File: src/design/rws_pkg.sv
package rws_pkg;

	localparam int CMD_W    = 2;
	localparam int FIT_IN_W = 16;
	localparam int RND_IN_W = 16;
	localparam int IDX_W    = 8;

	typedef enum logic [CMD_W-1:0] {
		CMD_CLEAR = 2'd0,
		CMD_LOAD  = 2'd1,
		CMD_DRAW  = 2'd2
	} cmd_t;

	typedef enum logic [2:0] {
		ST_IDLE,
		ST_MUL_LO,
		ST_MUL_HI,
		ST_SEARCH,
		ST_FINISH
	} state_t;

	// control of the shared multiply-accumulate unit
	typedef struct packed {
		logic en;
		logic high;
	} rws_mul_ctl_t;

endpackage

File: src/design/rws_mul_acc.sv
module rws_mul_acc import rws_pkg::*; #(
	parameter int A_BITS = 16,
	parameter int T_BITS = 24
) (
	input  logic                     clk,
	input  rws_mul_ctl_t             ctl,
	input  logic [A_BITS-1:0]        a,
	input  logic [T_BITS-1:0]        total,
	output logic [A_BITS+T_BITS-1:0] acc
);

	localparam int HALF = (T_BITS + 1) / 2;
	localparam int MW   = A_BITS + HALF;
	localparam int PW   = A_BITS + T_BITS;

	logic [HALF-1:0] b;
	logic [MW-1:0]   prod;
	logic [PW-1:0]   part;
	logic [PW-1:0]   acc_q;

	// low half of total first, then high half shifted into place
	assign b    = ctl.high ? HALF'(total[T_BITS-1:HALF]) : total[HALF-1:0];
	assign prod = MW'(a) * MW'(b);
	assign part = ctl.high ? (PW'(prod) << HALF) : PW'(prod);

	always_ff @(posedge clk) begin
		if (ctl.en) begin
			acc_q <= ctl.high ? acc_q + part : part;
		end
	end

	assign acc = acc_q;

endmodule
File: config.mk
export PLATFORM = sky130hd
export DESIGN_NAME = rws_mul_acc
export DESIGN_NICKNAME = d
export VERILOG_FILES = /design/src/design/rws_pkg.sv /design/src/design/rws_mul_acc.sv
export SDC_FILE = /design/constraint.sdc
export NUM_CORES = 1
export LEC_CHECK = 0
export BUFFER_PORTS_ARGS = -buffer_cell sky130_fd_sc_hd__buf_2
export CORE_AREA = 2 2 146 148
export DETAILED_ROUTE_END_ITERATION = 16
export DIE_AREA = 0 0 148 150
export HOLD_SLACK_MARGIN = 0.06
export PLACE_DENSITY = 0.67
export SLEW_MARGIN = 20
export SYNTH_ARGS = -nofsm -noshare
export SYNTH_HDL_FRONTEND = slang
export SYNTH_SLANG_ARGS = --single-unit
File: constraint.sdc
create_clock -name clk -period 17 [get_ports clk]
set_clock_uncertainty 0.1 [all_clocks]
set_input_delay 1.7 -clock clk [delete_from_list [all_inputs] [get_ports clk]]
set_output_delay 1.7 -clock clk [all_outputs]
set_load 0.01 [all_outputs]
==> flow_summary.toml <==
[timing]
layout_worst_path_cycle_share_pct = 58.8
final-hold-violation-count = 0
rsz0062_at_grt = "false"
finalHoldWorstSlack_ps = 763
setup_slack_ps = 7000
setup_viol = 0
final.setup.tns_ps = 0
period_needed_ps = 10000
transition_time_at_the_pin_with_the_least_slew_margin_ps = 995
clock.fmax_ghz = 0.100
slew-limit-headroom_pct = 33.7
final_count_of_pins_violating_max_slew = 0

[yosys]
postSynthAreaPerCell_um2 = 8.42
post_synth_most_frequent_cells = "sky130_fd_sc_hd__inv_1, sky130_fd_sc_hd__nand2_1, sky130_fd_sc_hd__fa_1, sky130_fd_sc_hd__ha_1, sky130_fd_sc_hd__and2_1"
synth.most_common_cell = "sky130_fd_sc_hd__inv_1"
synth-main-ff-cell = "sky130_fd_sc_hd__edfxtp_1"
synth_seq_area_share_pct = 11.6
yosys-top-cells-area = "sky130_fd_sc_hd__fa_1, sky130_fd_sc_hd__ha_1, sky130_fd_sc_hd__edfxtp_1"
post_synth_inst_count = 1226
yosysWarningCount = 0
synth-edff-count = 40
postSynthRegisterBits = 40
synth_top_area_share_pct = 27.3
postSynth.asyncResetShare_pct = 0
netlist_area_mm2 = 0.0103
synth_largest_area_cell = "sky130_fd_sc_hd__fa_1"
synthDistinctLibCells = 63
postSynthNetCount = 1514

[layout]
nNetsFinal = 1553
final_core_utilization_pct = 53.2
areaGrowthSynthToFinish_pct = 6.60
flip_flop_count_of_the_largest_register_after_layout = 39
antenna_cells = 0
post_route_cells_drive_above_1_share_pct = 9.80

[clocking]
post_cts_hold_fix_bufs = 0
cts_root_buf = "sky130_fd_sc_hd__clkbuf_16"
clk_pin_slew_worst_paths_ps = 60
post-cts-setup-buffers = 0
clk_latency_worst_skew_pair_ps = 290
post_cts.resized_instances = 0
cts_buffers = 5
clockBufferDepth = 2
cts_tree = "yes"
clock_sink_count = 40
h-tree-depth = 2

[job]
drv_cap = 0

[routing]
post_drt_via_cell_ratio = 5.50
drt-wirelength-per-cell_um = 16.1
dr.pass1.iters = 5
ant_nets = 0
detailedRoute.firstIterationViolations = 496
drt_drc_violations_left = 0
detailroute.via_count = 8477
drt_wl_total_um = 24700

[floorplanning]
die_height_um = 150
die-width_um = 148
design.core.area_mm2 = 0.0207
initial_utilization_pct = 49.9
floorplan.rows = 53
dieArea_mm2 = 0.0222
io_pins = 83

[worst_setup_path]
worst_path_largest_cell_delay_ps = 630
critical_path_data_arrival_time_ps = 9930
required_time_at_the_endpoint_of_the_critical_path_ps = 16930
worst-r2r-cell-count = 10
critPathCaptureType = "flop"
worstPathMaxFanout = 76
crit_path_top_delay_cell = "sky130_fd_sc_hd__buf_4"
crit_path_frequent_cell = "sky130_fd_sc_hd__fa_1"
critical_path.startpoint_type = "input port"
setup.worst_path.class = "input port to flop"

[grt]
grt_first_pass_wirelength_um = 41200
first_global_vias = 8543
number_of_antenna_violations_at_the_first_check_in_global_routing = 0
grt_remaining_overflow = 0
grt_max_degree = 77
grt.total_usage_pct = 22.9

[outcome]
status = "completed"

[worst_hold_path]
hp-class = "flop to flop"
min_path_cells = 3

[placed_design]
hpwl_um = 20600
preCtsSetupSlack_ps = 6730
placement.io_buffers = 82
globalplace.congestion = 0.934
==> placed cells by master (no fill, tap or decap), types with 7 or more instances in the layout <==
| cell type | n |
|---|---|
| sky130_fd_sc_hd__and2_1 | 75 |
| sky130_fd_sc_hd__o21bai_1 | 16 |
| sky130_fd_sc_hd__edfxtp_1 | 40 |
| sky130_fd_sc_hd__a21oi_1 | 72 |
| sky130_fd_sc_hd__nand2_1 | 167 |
| sky130_fd_sc_hd__nor2_1 | 60 |
| sky130_fd_sc_hd__inv_1 | 200 |
| sky130_fd_sc_hd__a21o_1 | 52 |
| sky130_fd_sc_hd__xor2_1 | 20 |
| sky130_fd_sc_hd__nand4_1 | 8 |
| sky130_fd_sc_hd__nand3_1 | 18 |
| sky130_fd_sc_hd__nor2b_1 | 8 |
| sky130_fd_sc_hd__mux2_2 | 17 |
| sky130_fd_sc_hd__o21a_1 | 7 |
| sky130_fd_sc_hd__and3_1 | 11 |
| sky130_fd_sc_hd__buf_2 | 82 |
| sky130_fd_sc_hd__nand2b_1 | 7 |
| sky130_fd_sc_hd__nor3_1 | 15 |
| sky130_fd_sc_hd__xnor2_1 | 35 |
| sky130_fd_sc_hd__o21ai_0 | 33 |
| sky130_fd_sc_hd__fa_1 | 141 |
| sky130_fd_sc_hd__ha_1 | 104 |
==> final cells by class <==
| type | instances | area [um2] |
|---|---|---|
| fill | 2000 | 9680 |
| multi-input combinational | 934 | 8150 |
| sequential | 40 | 1200 |
| inverter | 200 | 751 |
| timing repair buffer | 84 | 425 |
| tap | 275 | 344 |
| clock buffer | 6 | 129 |
| clock inverter | 1 | 5.00 |
==> worst paths after layout <==
kind	start	end	slack [ps]
max reg2reg	acc[2]	acc[32]	13620
min	acc[35]	acc[35]	760
max	ctl[0]	acc[38]	7000
min reg2reg	acc[35]	acc[35]	760
==> worst max-delay path: cells and delay by family <==
kind / cells / cell delay (ps)
buffers and inverters: 6 / 890
xor gates and xnor gates: 2 / 310
AOI/OAI and AO/OA: 9 / 2320
and+or+nand+nor: 3 / 770
muxes: 2 / 840
adders and majority gates: 7 / 3070
==> logic make-up after synthesis <==
family	Yosys count	share of synthesized area, %
buffers and inverters	252	9.42
flip-flops	40	11.6
AO/OA/AOI/OAI	231	14.8
AND/OR/NAND/NOR	385	17.6
multiplexers	18	1.95
XOR/XNOR	55	4.67
adder cells (fa/ha/maj)	245	39.9
==> layer usage <==
| layer | share of wire (%) | track usage [%] | vias to the layer above |
|---|---|---|---|
| li1 | - | - | 4048 |
| met1 | 45 | 30.7 | 4220 |
| met2 | 50 | 40.4 | 176 |
| met3 | 3.3 | 2.01 | 33 |
| met4 | 2.0 | 5.10 | 0 |
| met5 | 0 | 0 | - |
==> per-stage QoR <==
stage	instances	cell area, um2
finish	1540	11000
global route	1540	11000
CTS	1540	11000
detailed placement	1533	10900
global placement	1533	10900
floorplan	1226	10300
Power is not shown: default switching activity piles up to over one toggle a cycle in this logic, so the estimate is an artifact.
